**src/rtl/queue_remove_at_position_top_assert.svh**
```systemverilog
// Assertion macros shared by the queue removal block.
// Depends on nothing; the using module must have clk and arst_n in scope.
`ifndef QUEUE_REMOVE_AT_POSITION_TOP_ASSERT_SVH
`define QUEUE_REMOVE_AT_POSITION_TOP_ASSERT_SVH

// Same-cycle implication, disabled while reset is asserted.
`define QRAP_ASSERT_NOW(label, ante, cons, msg) \
	label: assert property (@(posedge clk) disable iff (!arst_n) (ante) |-> (cons)) \
		else $error(msg);

// Next-cycle implication, disabled while reset is asserted.
`define QRAP_ASSERT_NEXT(label, ante, cons, msg) \
	label: assert property (@(posedge clk) disable iff (!arst_n) (ante) |=> (cons)) \
		else $error(msg);

`endif

```
**src/rtl/qrap_pkg.sv**
```systemverilog
// Shared types and codes for the queue removal block.
// Depends on nothing; used by qrap_mem, qrap_seq and the top level.
package qrap_pkg;

	localparam logic [1:0] REQ_PUSH  = 2'd0;
	localparam logic [1:0] REQ_FRONT = 2'd1;
	localparam logic [1:0] REQ_BACK  = 2'd2;

	localparam logic [1:0] ST_OK     = 2'd0;
	localparam logic [1:0] ST_FULL   = 2'd1;
	localparam logic [1:0] ST_BADPOS = 2'd2;

	typedef enum logic [2:0] {
		S_IDLE,
		S_TAKE,
		S_SHIFT_RD,
		S_SHIFT_WR,
		S_DONE
	} seq_state_t;

	// Memory port strobes from the sequencer.
	typedef struct packed {
		logic wr_en;
		logic rd_en;
	} mem_ctl_t;

endpackage

```
**src/rtl/qrap_mem.sv**
```systemverilog
// Word store of the queue: one write port and one registered read port.
// Depends on qrap_pkg for the port strobe struct.
module qrap_mem #(
	parameter int DEPTH = 16,
	parameter int AW    = 4
) (
	input  logic                clk,
	input  qrap_pkg::mem_ctl_t  ctl,
	input  logic [AW-1:0]       waddr,
	input  logic signed [31:0]  wdata,
	input  logic [AW-1:0]       raddr,
	output logic signed [31:0]  rdata
);
	import qrap_pkg::*;

	logic signed [31:0] mem_q [DEPTH];

	always_ff @(posedge clk) begin
		if (ctl.wr_en) begin
			mem_q[waddr] <= wdata;
		end
	end

	always_ff @(posedge clk) begin
		if (ctl.rd_en) begin
			rdata <= mem_q[raddr];
		end
	end

endmodule

```
**src/rtl/qrap_seq.sv**
```systemverilog
// Sequencer of the queue: request decode, entry count, and the one-slot-per-step
// close-up loop that reuses a single index incrementer. Depends on qrap_pkg and
// the assertion macro header.
`include "queue_remove_at_position_top_assert.svh"

module qrap_seq #(
	parameter int QUEUE_DEPTH = 16,
	parameter int AW          = 4,
	parameter int CW          = 5
) (
	input  logic                clk,
	input  logic                arst_n,
	input  logic                start,
	output logic                busy,
	input  logic [1:0]          req_type,
	input  logic signed [31:0]  push_value,
	input  logic [CW-1:0]       position,
	output logic                done,
	output logic signed [31:0]  removed_value,
	output logic [1:0]          status,
	output logic [CW-1:0]       occupancy,
	output qrap_pkg::mem_ctl_t  ctl,
	output logic [AW-1:0]       waddr,
	output logic signed [31:0]  wdata,
	output logic [AW-1:0]       raddr,
	input  logic signed [31:0]  rdata
);
	import qrap_pkg::*;

	localparam int IW = AW + 1;

	seq_state_t state_q, state_d;
	logic [CW-1:0]      count_q;
	logic [AW-1:0]      idx_q;
	logic signed [31:0] removed_q;
	logic [1:0]         status_q;

	logic          accept;
	logic          is_push;
	logic          is_remove;
	logic          full;
	logic          bad_pos;
	logic [AW-1:0] take_idx;
	logic [IW-1:0] idx_nxt;
	logic          more;

	always_comb begin
		accept    = start && (state_q == S_IDLE);
		is_push   = (req_type == REQ_PUSH);
		is_remove = (req_type == REQ_FRONT) || (req_type == REQ_BACK);
		full      = (count_q == CW'(QUEUE_DEPTH));
		bad_pos   = (position == '0) || (position > count_q);
		take_idx  = (req_type == REQ_FRONT) ? AW'(position - CW'(1)) : AW'(count_q - position);
		// The shared incrementer: next slot to pull forward, and whether it exists.
		idx_nxt   = IW'(idx_q) + IW'(1);
		more      = (idx_nxt < IW'(count_q));
	end

	always_comb begin
		state_d = state_q;
		case (state_q)
			S_IDLE: begin
				if (accept) begin
					state_d = (is_remove && !bad_pos) ? S_TAKE : S_DONE;
				end
			end
			S_TAKE:     state_d = S_SHIFT_RD;
			S_SHIFT_RD: state_d = more ? S_SHIFT_WR : S_DONE;
			S_SHIFT_WR: state_d = S_SHIFT_RD;
			S_DONE:     state_d = S_IDLE;
			default:    state_d = S_IDLE;
		endcase
	end

	always_comb begin
		ctl   = '0;
		waddr = idx_q;
		wdata = rdata;
		raddr = idx_nxt[AW-1:0];
		case (state_q)
			S_IDLE: begin
				if (accept && is_push && !full) begin
					ctl.wr_en = 1'b1;
					waddr     = count_q[AW-1:0];
					wdata     = push_value;
				end
				if (accept && is_remove && !bad_pos) begin
					ctl.rd_en = 1'b1;
					raddr     = take_idx;
				end
			end
			S_SHIFT_RD: ctl.rd_en = more;
			S_SHIFT_WR: ctl.wr_en = 1'b1;
			default: begin
				ctl = '0;
			end
		endcase
	end

	always_ff @(posedge clk or negedge arst_n) begin
		if (!arst_n) begin
			state_q <= S_IDLE;
			count_q <= '0;
		end else begin
			state_q <= state_d;
			if (accept && is_push && !full) begin
				count_q <= count_q + CW'(1);
			end else if ((state_q == S_SHIFT_RD) && !more) begin
				count_q <= count_q - CW'(1);
			end
		end
	end

	always_ff @(posedge clk) begin
		if (accept) begin
			removed_q <= '0;
			idx_q     <= take_idx;
			if (is_push && full) begin
				status_q <= ST_FULL;
			end else if (is_remove && bad_pos) begin
				status_q <= ST_BADPOS;
			end else begin
				status_q <= ST_OK;
			end
		end else if (state_q == S_TAKE) begin
			removed_q <= rdata;
		end else if (state_q == S_SHIFT_WR) begin
			idx_q <= idx_nxt[AW-1:0];
		end
	end

	assign busy          = (state_q != S_IDLE);
	assign done          = (state_q == S_DONE);
	assign removed_value = removed_q;
	assign status        = status_q;
	assign occupancy     = count_q;

	`QRAP_ASSERT_NOW(a_count_bound, 1'b1, count_q <= CW'(QUEUE_DEPTH), "entry count above depth")
	`QRAP_ASSERT_NEXT(a_done_single, done, !done, "result strobe held for more than one cycle")
	`QRAP_ASSERT_NEXT(a_accept_busy, accept, busy, "accepted word did not raise busy")
	`QRAP_ASSERT_NOW(a_shift_in_range, state_q == S_SHIFT_WR, IW'(idx_q) + IW'(1) < IW'(count_q),
		"close-up write past the last held entry")

endmodule

```
**src/rtl/queue_remove_at_position_top.sv**
```systemverilog
// Queue with removal at a position counted from the front or the back.
// A push, a rejected request or an unused code passes through the done state back to idle,
// the result strobe following in the cycle after accept. A removal captures the taken word,
// then the close-up loop moves one entry per read and write state pair: a registered
// read of the next slot and then its write one slot forward. Reset (arst_n low) empties the
// queue and returns to idle at once. The result strobe lasts one cycle and cannot be held off.
module queue_remove_at_position_top #(
	parameter int QUEUE_DEPTH = 16
) (
	input  logic                                   clk,
	input  logic                                   arst_n,
	input  logic                                   start,
	output logic                                   busy,
	input  logic [1:0]                             req_type,
	input  logic signed [31:0]                     push_value,
	input  logic [$clog2(QUEUE_DEPTH+1)-1:0]       position,
	output logic                                   done,
	output logic signed [31:0]                     removed_value,
	output logic [1:0]                             status,
	output logic [$clog2(QUEUE_DEPTH+1)-1:0]       occupancy
);
	import qrap_pkg::*;

	// AW indexes the word store; CW holds a count from zero up to the full depth.
	localparam int AW = $clog2(QUEUE_DEPTH);
	localparam int CW = $clog2(QUEUE_DEPTH + 1);

	mem_ctl_t           mem_ctl;
	logic [AW-1:0]      mem_waddr;
	logic signed [31:0] mem_wdata;
	logic [AW-1:0]      mem_raddr;
	logic signed [31:0] mem_rdata;

	// The sequencer decodes each request word, keeps the entry count, and walks
	// the store one slot at a time to close the gap left by a removed word.
	qrap_seq #(
		.QUEUE_DEPTH (QUEUE_DEPTH),
		.AW          (AW),
		.CW          (CW)
	) u_seq (
		.clk           (clk),
		.arst_n        (arst_n),
		.start         (start),
		.busy          (busy),
		.req_type      (req_type),
		.push_value    (push_value),
		.position      (position),
		.done          (done),
		.removed_value (removed_value),
		.status        (status),
		.occupancy     (occupancy),
		.ctl           (mem_ctl),
		.waddr         (mem_waddr),
		.wdata         (mem_wdata),
		.raddr         (mem_raddr),
		.rdata         (mem_rdata)
	);

	// The word store holds the queue front at slot zero; only slots below the
	// count are ever read, so it needs no clearing after reset.
	qrap_mem #(
		.DEPTH (QUEUE_DEPTH),
		.AW    (AW)
	) u_mem (
		.clk   (clk),
		.ctl   (mem_ctl),
		.waddr (mem_waddr),
		.wdata (mem_wdata),
		.raddr (mem_raddr),
		.rdata (mem_rdata)
	);

endmodule
```
**config.mk**
```make
export PLATFORM = sky130hd
export DESIGN_NAME = queue_remove_at_position_top
export DESIGN_NICKNAME = d
export VERILOG_FILES = /design/src/rtl/qrap_pkg.sv /design/src/rtl/qrap_mem.sv /design/src/rtl/qrap_seq.sv /design/src/rtl/queue_remove_at_position_top.sv
export VERILOG_INCLUDE_DIRS = /design/src /design/src/rtl
export SDC_FILE = /design/constraint.sdc
export NUM_CORES = 1
export LEC_CHECK = 0
export BUFFER_PORTS_ARGS = -buffer_cell sky130_fd_sc_hd__clkbuf_2
export CELL_PAD_IN_SITES_DETAIL_PLACEMENT = 0
export CELL_PAD_IN_SITES_GLOBAL_PLACEMENT = 2
export CORE_UTILIZATION = 30
export DETAILED_ROUTE_END_ITERATION = 7
export PLACE_DENSITY = 0.64
export SLEW_MARGIN = 20
export SYNTH_ARGS = -nofsm -noshare
export SYNTH_HDL_FRONTEND = slang
export SYNTH_SLANG_ARGS = --single-unit
export TNS_END_PERCENT = 50
```
**constraint.sdc**
```tcl
create_clock -name clk -period 11.38 [get_ports clk]
set_input_delay 2.276 -clock clk [delete_from_list [all_inputs] [get_ports clk]]
set_output_delay 2.276 -clock clk [all_outputs]
set_load 0.01 [all_outputs]
```
* Word level (Yosys, flattened, before mapping) *
Memory sizes are Yosys's and may differ from the RTL's. A register that Yosys moved wholly into a read port is not among the register bits.
Index checks and enable logic that the tools add are counted.

operators by class
  add/subtract/negate cells = 5
  magnitude comparators = 2
  equal/unequal tests = 9
  multiplexer cells = 23
  reductions and logical operators = 22

operators by type and width
  operator             number
  $mux 32              2
  $mux 4               8
  $mux 5               2
  $logic_and 1x1->1    9
  $mux 3               3
  $pmux 3 s3           1
  $eq 3x2->1 const B   2
  $add 4x1->5 const B  1
  $add 5x1->5 const B  1
  $eq 5x5->1 const B   1
  $gt 5x5->1           1
  $logic_not 5->1      1
  $lt 5x5->1           1
  $sub 5x1->5 const B  1
  $mux 1               4
  $ne 2x1->1 const B   2
  $pmux 1 s2           2
  $reduce_bool 2->1    2
  $sub 4x1->4 const B  1
  $sub 4x4->4          1
  $eq 3x1->1 const B   1
  $eq 3x3->1 const B   1
  $logic_not 1->1      3
  $logic_not 3->1      1
  other kinds (8)      9

word-level totals
  register bits = 46
  RAM bits = 512
  input port bits = 42
  output and inout bits = 41
  logic and storage cells = 67
  memories kept = 1

memories
  memory       words  bits a word  read ports  clocked after Yosys merged registers in  write ports  line            source
  u_mem.mem_q  16     32           1           1                                        1            qrap_mem.sv:16  logic signed [31:0] mem_q [DEPTH];

* Logic depth before layout (Yosys ltp) *
Gate-level depths: netlist (run 1).

  depth in word-level cells = 8
  mapped depth = 16
  mapped depth without buffers = 12

* By module *
From an unflattened synthesis (run 1), not the netlist that was laid out.

unflattened totals
  cell total of the unflattened synthesis = 1157
  area total of the unflattened synthesis = 23020.8 um2

by module, submodules not included
  module    instances  cells each  area an instance (um2)  sequential area each (um2)
  qrap_mem  1          838         20174.3                 16335.7
  qrap_seq  1          319         2846.5                  1021.0

* Least setup slack after synthesis (run 1) *
OpenSTA, ideal clock, no wires.

  kind = input to register
  from = in start
  to = mem u_mem.mem_q[10][0] (enable)
  library setup time = 421 ps
  data arrival time = 4770 ps
  required time = 10959 ps
  slack = 6188 ps
  stages = 7
  buffers on the path = 1
  cell sequence = nand2_1 -> inv_2 -> nand3_1 -> inv_2 -> buf_1 -> a32oi_1 -> nor2_1

between the ends
  longest elaborated chain between the ends = 7
  elaborated cells on any way between the ends = 9
  classes of those cells = mux (6); reduce/logical (3)

RTL lines
  what                                line                                source
  from (decl)                         queue_remove_at_position_top.sv:12  input logic start,
  $logic_and 1x1->1 (*)               qrap_seq.sv:48                      accept = start && (state_q == S_IDLE);
  $logic_and 1x1->1 (*) (2 in a row)  qrap_seq.sv:82                      if (accept && is_push && !full) begin
  $mux 1                              qrap_seq.sv:82
  $pmux 1 s2                          qrap_seq.sv:80                      case (state_q)
  $mux 1                              qrap_mem.sv:19                      if (ctl.wr_en) begin
  $mux 1 (implied by the code)        qrap_mem.sv:20                      mem_q[waddr] <= wdata;
  to (decl)                           qrap_mem.sv:16

Mark *: on every way between the ends. The rest lies on a longest branch, timed or not.

* Worst setup path after layout (run 1) *
  from = in start
  to = mem u_mem.mem_q[4][1] (enable)

Same word-level chain as after synthesis.

==> results of run 1 <==
[kinds of logic after synthesis]
| kind of cell | Yosys count |
|---|---|
| flip-flops | 590 |
| AND/OR/NAND/NOR | 493 |
| AO/OA/AOI/OAI | 456 |
| buffers and inverters | 170 |
| multiplexers | 37 |
| adder cells (fa/ha/maj) | 22 |
| XOR/XNOR | 10 |
[power by group through the flow]
stage	registers, mW	logic, mW	clock network (mW)
2_1_floorplan	3.12	2.04	0
3_3_place_gp	3.15	3.18	0
3_5_place_dp	3.15	3.22	0
4_1_cts	3.10	3.23	2.01
5_1_grt	3.13	3.50	2.09
6_report	3.10	3.20	1.97
[worst max-delay path, cell delays in order]
cell and delay, ps:
clkbuf_2 100, nand2_1 130, inv_2 460, buf_4 560, nand3_1 360, inv_2 530
buf_4 610, nor3b_1 100, a31oi_1 760, nor2_4 340, buf_4 390
[layer usage]
metal / share of wire [%] / up-vias / global-route usage, %
met5: 0 / - / 0
met4: 2.1 / 0 / 4.49
met3: 6.1 / 93 / 3.31
met2: 45 / 468 / 27.8
met1: 47 / 8024 / 25.5
li1: - / 7021 / -
[per-stage QoR]
stage / hold WS [ps] / power, mW / area (um2)
after floorplan: 481 / 5.16 / 24300
after global placement: 444 / 6.33 / 25900
after detailed placement: 449 / 6.37 / 25900
after CTS: 457 / 8.35 / 27900
after global routing: 469 / 8.71 / 27900
final: 451 / 8.27 / 27900
[worst paths after layout]
check,startpoint,to,cells past startpoint,slack (ps)
setup / recovery,start,u_mem.mem_q[4][1]$_DFFE_PP_,11,4960
hold / removal,u_seq.removed_value[2]$_SDFFE_PP0N_,u_seq.removed_value[2]$_SDFFE_PP0N_,2,450
setup reg to reg,u_seq.state_q[1]$_DFFE_PN0P_,u_mem.mem_q[4][1]$_DFFE_PP_,11,5860
hold reg to reg,u_seq.removed_value[2]$_SDFFE_PP0N_,u_seq.removed_value[2]$_SDFFE_PP0N_,2,450
max in group asynchronous,arst_n,u_seq.occupancy[4]$_DFFE_PN0P_,1,9680
min in group asynchronous,arst_n,u_seq.state_q[0]$_DFFE_PN0P_,1,1510
[cells in the final DEF (no fill, tap or decap), drive strengths merged, types with 3 or more instances in the layout]
| cell type | count |
|---|---|
| a32oi | 67 |
| mux2i | 3 |
| a311o | 32 |
| dfxtp | 32 |
| o21ai | 135 |
| and3 | 68 |
| mux2 | 34 |
| a311oi | 32 |
| bufinv | 5 |
| clkbuf | 162 |
| a211oi | 32 |
| a21o | 35 |
| nand3 | 165 |
| nor3 | 5 |
| o311ai | 32 |
| a21oi | 77 |
| ha | 20 |
| clkinv | 27 |
| nor3b | 6 |
| nand2 | 203 |
| a21boi | 3 |
| xnor2 | 7 |
| inv | 22 |
| xor2 | 3 |
| nor2 | 37 |
| a31oi | 4 |
| buf | 40 |
| dfrtp | 8 |
| edfxtp | 550 |
[area by class of cell]
class	count	area share, %
clock buffers	80	5.99
clock inverters	35	1.01
inverters	21	0.283
multi-input cells	1018	23.2
flip-flops and latches	590	62.3
well taps	1050	4.71
repair buffers	122	2.55
[registers in the layout, indices dropped and copies added, names as in the netlist]
| name | count |
|---|---|
| u_seq.state_q | 3 |
| u_seq.removed_value | 32 |
| u_seq.status | 2 |
| u_seq.idx_q | 4 |
| u_mem.rdata | 32 |
| u_seq.occupancy | 5 |
| u_mem.mem_q | 512 |
==> impl_metrics.tcl, run 1 <==
set metrics [dict create \
    hold_class "flop to flop" \
    grt_max_degree 88 \
    p_per_area_nw_per_um2 297 \
    cts_buffer_depth 3 \
    finalNetCount 1878 \
    grtUsageTotal_pct 17.8 \
    end_kind "flop" \
    synth_seq_cells 590 \
    required_ps 11700 \
    cts-root-buf "clkbuf_16" \
    final_core_util_pct 35.0 \
    syn_inst 1778 \
    synth_top_area_share_pct 68.0 \
    place_congestion 0.737 \
    grt_pass1_vias 15400 \
    grt_pass1_wl_um 108000 \
    clock-sinks 590 \
    synthMuxAreaShare_pct 1.70 \
    drt_wl_total_um 73800 \
    area_delta_synth_final_pct 14.8 \
    post_synth_instance_area_um2 24300 \
    syn-num-nets 1842 \
    synth_top_family_by_area "compound AO/OA/AOI/OAI gates" \
    avgSynthCellArea_um2 13.7 \
    overflow 0 \
    ant_nets 0 \
    rows 103 \
    period_needed_ps 6420 \
    die_h_um 287 \
    power.leakage_nw 9.19 \
    critPathKind "primary input to flop" \
    synth_adder_area_share_pct 1.20 \
    synth_ff_type "edfxtp_1" \
    synth_enable_flop_cells 550 \
    multi_input_area_um2 6450 \
    arrival_ps 6730 \
    finalHoldViolations 0 \
    drv_cap 0 \
    synth_compound_area_share_pct 12.9 \
    finalNonFillerCells 2916 \
    finalClockSkew_ps 21.4 \
    ctsHoldBuffers 0 \
    drive_gt1_share_pct 14.6 \
    port_buffers 82 \
    hpwl_um 37800 \
    synth_cell_type_count 50 \
    cts_tree "done" \
    post_cts_resized 0 \
    finalMaxSlewViolations 0 \
    timing.final.ws_setup_ps 4960 \
    synth_xor_area_share_pct 0.361 \
    vdd_drop_max_uv 178 \
    initial_core_util_pct 30.5 \
    clkTransAtPathRegs_ps 60 \
    switching_power_mw 3.20 \
    power_frac_comb_pct 38.7 \
    num_io_pins 83 \
    vias 15600 \
    synth_area_leaders "edfxtp_1, nand3_1, nand2_1" \
    drt_first_iter_violations 1263 \
    slew_headroom_pct 23.2 \
    ys_warn_count 0 \
    tns_ps 0 \
    drc 0 \
    rsz0062_at_grt "false" \
    outcome "complete, no violations" \
    pre_cts_slack_ps 4270 \
    yosysSeqAreaShare_pct 71.5 \
    die_area_um2 82100 \
    fillers 7651 \
    max_freq_mhz 156 \
    yosysMostFrequentCell "edfxtp_1" \
    p_int_mw 5.07 \
    clockPowerShare_pct 23.8 \
    async_flop_share_pct 1.36 \
    wl_per_cell_um 25.3 \
    antenna_found_initial 0 \
    cts-buffers-inserted 61 \
    switching_share_pct 38.7 \
    die_x_um 287 \
    setup_viol 0 \
    ys_top_cells_by_count "edfxtp_1, nand2_1, nand3_1" \
    fin_crit_sh_pct 56.4 \
    yosysTopAreaCell "edfxtp_1" \
    path_max_fanout 28 \
    synthSimpleGateAreaFrac_pct 9.50 \
    postCtsSetupRepairBufs 0 \
    htreeDepth 2 \
    coreArea_um2 79500 \
    antennaDiodeCount 0 \
    startpoint_type "primary input" \
    clock_latency_ps 630 \
    ff_latch_area_um2 17400 \
    via_per_inst 5.35 \
    placedCellCount 2801 \
    seqPwrFrac_pct 37.5 \
    tightestPinTransition_ps 1150 \
    firstDrtPassIters 7 \
]
No activity file was read; power rests on OpenSTA's default activity.
==> inputs of run 2 (changes only) <==
- PLACE_DENSITY: 0.64 -> 0.66
- clock period: 11.38 -> 5.7 ns (I/O delays scaled with it)
==> impl_metrics.tcl, run 2 (synthesis results as in run 1) <==
set metrics [dict create \
    drv_cap 0 \
    end_kind "flop" \
    critPathBufInv 3 \
    die_area_um2 82100 \
    p_per_area_nw_per_um2 594 \
    area_delta_synth_final_pct 16.5 \
    coreArea_um2 79500 \
    firstDrtPassIters 5 \
    rsz0062_at_grt "false" \
    hpwl_um 39100 \
    grt_util_met1_pct 24.3 \
    tightestPinTransition_ps 1090 \
    overflow 0 \
    slowest_stage "mux2i_1" \
    rows 103 \
    hold_class "primary input to asynchronous set/reset pin" \
    layout_common_cells "edfxtp_1, nand2_1, nand3_1, o21ai_0, clkbuf_2" \
    die_h_um 287 \
    clkTransAtPathRegs_ps 60 \
    die_x_um 287 \
    arrival_ps 4740 \
    drt_wl_total_um 70000 \
    drt_first_iter_violations 1470 \
    finalClockSkew_ps 31.3 \
    wl_per_cell_um 23.9 \
    regMostFlops "u_mem.mem_q" \
    initial_core_util_pct 30.5 \
    period_needed_ps 4330 \
    critPathTopFamily "simple AND/OR/NAND/NOR gates" \
    post_cts_resized 0 \
    finalNetCount 1894 \
    clock-sinks 590 \
    postCtsSetupRepairBufs 0 \
    setup_viol 0 \
    grt_max_degree 129 \
    drive_gt1_share_pct 15.6 \
    cp_cell_sequence "clkbuf_2, inv_1, ha_1, and3_1, nand3_1, o22ai_2, nand2_1, mux2i_1, nand2_2, buf_4, a311o_1, o311ai_1" \
    finalPower_mw 16.8 \
    clock_latency_ps 600 \
    final_area_um2 28300 \
    slew_headroom_pct 26.7 \
    layout_commonest_cell "edfxtp_1" \
    finalNonFillerCells 2928 \
    grt.met3_usage_pct 3.35 \
    grt.met2_usage_pct 25.7 \
    num_io_pins 83 \
    tns_ps 0 \
    antenna_found_initial 1 \
    vias 15700 \
    cts_tree "done" \
    max_freq_mhz 231 \
    required_ps 6110 \
    placedCellCount 2811 \
    startpoint_type "primary input" \
    grt_pass1_wl_um 103000 \
    path_max_fanout 12 \
    vdd_drop_max_uv 549 \
    grt_busiest_layer "met2" \
    power.leakage_nw 9.36 \
    cts-buffers-inserted 67 \
    fin_crit_sh_pct 76.0 \
    port_buffers 82 \
    critPathKind "primary input to flop" \
    via_per_inst 5.38 \
    place_congestion 0.768 \
    placed_cell_area_um2 26200 \
    finalHoldViolations 0 \
    cts_buffer_depth 3 \
    critical_path.max_stage_delay_ps 630 \
    largest_reg_flops 512 \
    grtUsageTotal_pct 16.9 \
    ant_nets 0 \
    ctsHoldBuffers 0 \
    fillers 7608 \
    drc 0 \
    ff2ff_setup_slack_ps 1520 \
    cts-root-buf "clkbuf_16" \
    outcome "complete, no violations" \
    htreeDepth 3 \
    finalMaxSlewViolations 0 \
    grt_pass1_vias 15300 \
]
## run 2: layout make-up
cell class	count	area, um2	share of cell area [%]
Antenna cell	1	2.50	0.00885
Clock buffer	85	1800	6.35
Clock inverter	31	289	1.02
Inverter	21	78.8	0.279
Multi-Input combinational cell	1018	6460	22.8
Sequential cell	590	17400	61.4
Tap cell	1050	1310	4.65
Timing Repair Buffer	132	986	3.49
## run 2: power breakdown
group / switching [mW] / leakage (nW) / total (mW) / internal, mW
logic: 4.39 / 3.02 / 6.46 / 2.07
clock network: 1.70 / 1.01 / 4.15 / 2.45
registers: 0.263 / 5.33 / 6.20 / 5.93
total: 6.35 / 9.36 / 16.8 / 10.5
## run 2: stage by stage
stage	setup slack, ps	hold WS, ps	utilization [%]
after global placement	927	445	32.9
final	1370	386	35.6
after global routing	1220	379	35.6
after detailed placement	798	450	32.9
after floorplan	1280	481	-
after CTS	1410	368	35.6
## run 2: final timing paths
kind | cells past startpoint | end | from
max in group asynchronous | 1 | u_seq.state_q[2]$_DFFE_PN0P_ | arst_n
hold / removal | 1 | u_seq.occupancy[1]$_DFFE_PN0P_ | arst_n
setup reg to reg | 8 | u_mem.mem_q[2][9]$_DFFE_PP_ | u_seq.state_q[1]$_DFFE_PN0P_
setup / recovery | 12 | u_mem.rdata[12]$_DFFE_PP_ | position[1]
hold reg to reg | 2 | u_seq.removed_value[11]$_SDFFE_PP0N_ | u_seq.removed_value[11]$_SDFFE_PP0N_
min in group clk | 2 | u_seq.removed_value[11]$_SDFFE_PP0N_ | u_seq.removed_value[11]$_SDFFE_PP0N_
## run 2: per-layer routing
metal	up-vias	routed length (um)
li1	7065	-
met4	0	1440
met1	8126	32800
met5	-	0
met3	84	4410
met2	463	31400
==> inputs of run 3 (changes only) <==
- clock period: 5.7 -> 3.5 ns (I/O delays scaled with it)
==> impl_metrics.tcl, run 3 (synthesis results as in run 1) <==
set metrics [dict create \
    finalNetCount 2007 \
    layout_commonest_cell "edfxtp_1" \
    htreeDepth 3 \
    final_area_um2 29400 \
    finalMaxSlewViolations 0 \
    setup_viol 0 \
    arrival_ps 3730 \
    power.leakage_nw 10.0 \
    die_x_um 287 \
    layout_common_cells "edfxtp_1, nand2_1, nand3_1, o21ai_0, buf_4" \
    antenna_found_initial 2 \
    clkTransAtPathRegs_ps 60 \
    period_needed_ps 3350 \
    critical_path.max_stage_delay_ps 510 \
    holdPathStages 2 \
    grt_pass1_wl_um 108000 \
    switching_power_mw 10.9 \
    finalPower_mw 29.0 \
    drv_cap 0 \
    critPathBufInv 2 \
    fillers 7564 \
    initial_core_util_pct 30.5 \
    slowest_stage "mux2i_2" \
    die_h_um 287 \
    r2r_cells 11 \
    place_congestion 0.801 \
    startpoint_type "flop" \
    area_delta_synth_final_pct 21.0 \
    cts-root-buf "clkbuf_16" \
    fin_crit_sh_pct 95.8 \
    finalHoldViolations 0 \
    via_per_inst 5.31 \
    wl_per_cell_um 24.3 \
    tns_ps 0 \
    cp_common_cell "nand2_1" \
    ant_nets 0 \
    power_frac_comb_pct 42.5 \
    drive_gt1_share_pct 20.4 \
    num_io_pins 83 \
    switching_share_pct 37.5 \
    final_core_util_pct 37.0 \
    die_area_um2 82100 \
    regMostFlops "u_mem.mem_q" \
    drc 0 \
    vias 16100 \
    cp_num_cells 11 \
    worst_hold_slack_ps 453 \
    hpwl_um 44100 \
    rsz0062_at_grt "false" \
    required_ps 3870 \
    end_kind "flop" \
    drt_wl_total_um 73700 \
    port_buffers 82 \
    rows 103 \
    grt_max_degree 46 \
    largest_reg_flops 512 \
    antennaDiodeCount 0 \
    clock_latency_ps 600 \
    critPathKind "flop to flop" \
    vdd_drop_max_uv 657 \
    path_max_fanout 10 \
    timing.final.ws_setup_ps 146 \
    pre_cts_slack_ps -231 \
    slew_headroom_pct 22.1 \
    p_int_mw 18.2 \
    grtUsageTotal_pct 17.8 \
    critPathTopFamily "simple AND/OR/NAND/NOR gates" \
    tightestPinTransition_ps 1160 \
    cts-buffers-inserted 67 \
    cts_buffer_depth 3 \
    clockPowerShare_pct 22.9 \
    firstDrtPassIters 5 \
    placed_cell_area_um2 27300 \
    cp_cell_sequence "inv_1, ha_1, and2_1, nand4bb_2, o22ai_2, nand2_1, mux2i_2, nand2_1, buf_4, a311o_1, o311ai_1" \
    placedCellCount 2921 \
    overflow 0 \
    finalClockSkew_ps 18.0 \
    coreArea_um2 79500 \
    seqPwrFrac_pct 34.6 \
    cts_tree "done" \
    outcome "complete, no violations" \
    hold_class "flop to flop" \
    clock-sinks 590 \
    drt_first_iter_violations 1462 \
    p_per_area_nw_per_um2 988 \
    max_freq_mhz 298 \
    grt_pass1_vias 15900 \
    finalNonFillerCells 3039 \
]
-- run 3: cell count changes in the layout (fill, tap and decap cells not counted), moves of 3 or more --
cell      previous run  this run
buf_12              16        38
buf_4               34       119
buf_6                0         3
clkinv_1            11        14
-- run 3: tightest hold or removal path: cells and delay by family (launching register included) --
kind               cells  cell delay (ps)
and+or+nand+nor        1               50
DFF                    1              300
AOI/OAI and AO/OA      1               50
-- run 3: power by group through the flow --
stage	clock network (mW)	registers, mW	logic [mW]
finish	6.64	10.1	12.3
floorplan	0	10.1	6.64
global placement	0	10.2	12.1
CTS	6.78	10.1	12.3
detailed placement	0	10.2	12.2
global route	7.06	10.1	13.4
-- run 3: layout make-up --
| class | instances | area, um2 | share of cell area, % |
|---|---|---|---|
| Clock buffer | 81 | 1730 | 5.89 |
| Clock inverter | 34 | 294 | 1.00 |
| Multi-Input combinational cell | 1020 | 6500 | 22.1 |
| Timing Repair Buffer | 243 | 2110 | 7.18 |
| Tap cell | 1050 | 1310 | 4.47 |
| Inverter | 21 | 78.8 | 0.268 |
| Sequential cell | 590 | 17400 | 59.1 |
-- run 3: layer usage --
metal | wire, um | vias to the layer above | GRT usage [%]
met3 | 4210 | 84 | 2.69
met4 | 1210 | 0 | 4.68
met5 | 0 | - | 0
met2 | 33500 | 487 | 27.2
met1 | 34800 | 8287 | 26.1
li1 | - | 7283 | -
-- run 3: what timing repair did --
action,CTS,global route
hold endpoints to repair,8,0
gates resized for setup,0,9
setup buffers,0,0
hold buffers,1,0
endpoints found under the setup margin,0,20
-- run 3: final timing paths --
check | startpoint | endpoint | slack (ps)
worst max-delay path | u_seq.occupancy[4]$_DFFE_PN0P_ | u_mem.rdata[22]$_DFFE_PP_ | 150
worst min-delay path | u_seq.removed_value[25]$_SDFFE_PP0N_ | u_seq.removed_value[25]$_SDFFE_PP0N_ | 450
worst max register to register | u_seq.occupancy[4]$_DFFE_PN0P_ | u_mem.rdata[22]$_DFFE_PP_ | 150
worst min register to register | u_seq.removed_value[25]$_SDFFE_PP0N_ | u_seq.removed_value[25]$_SDFFE_PP0N_ | 450
max in group asynchronous | arst_n | u_seq.occupancy[4]$_DFFE_PN0P_ | 2790
min in group asynchronous | arst_n | u_seq.state_q[0]$_DFFE_PN0P_ | 510
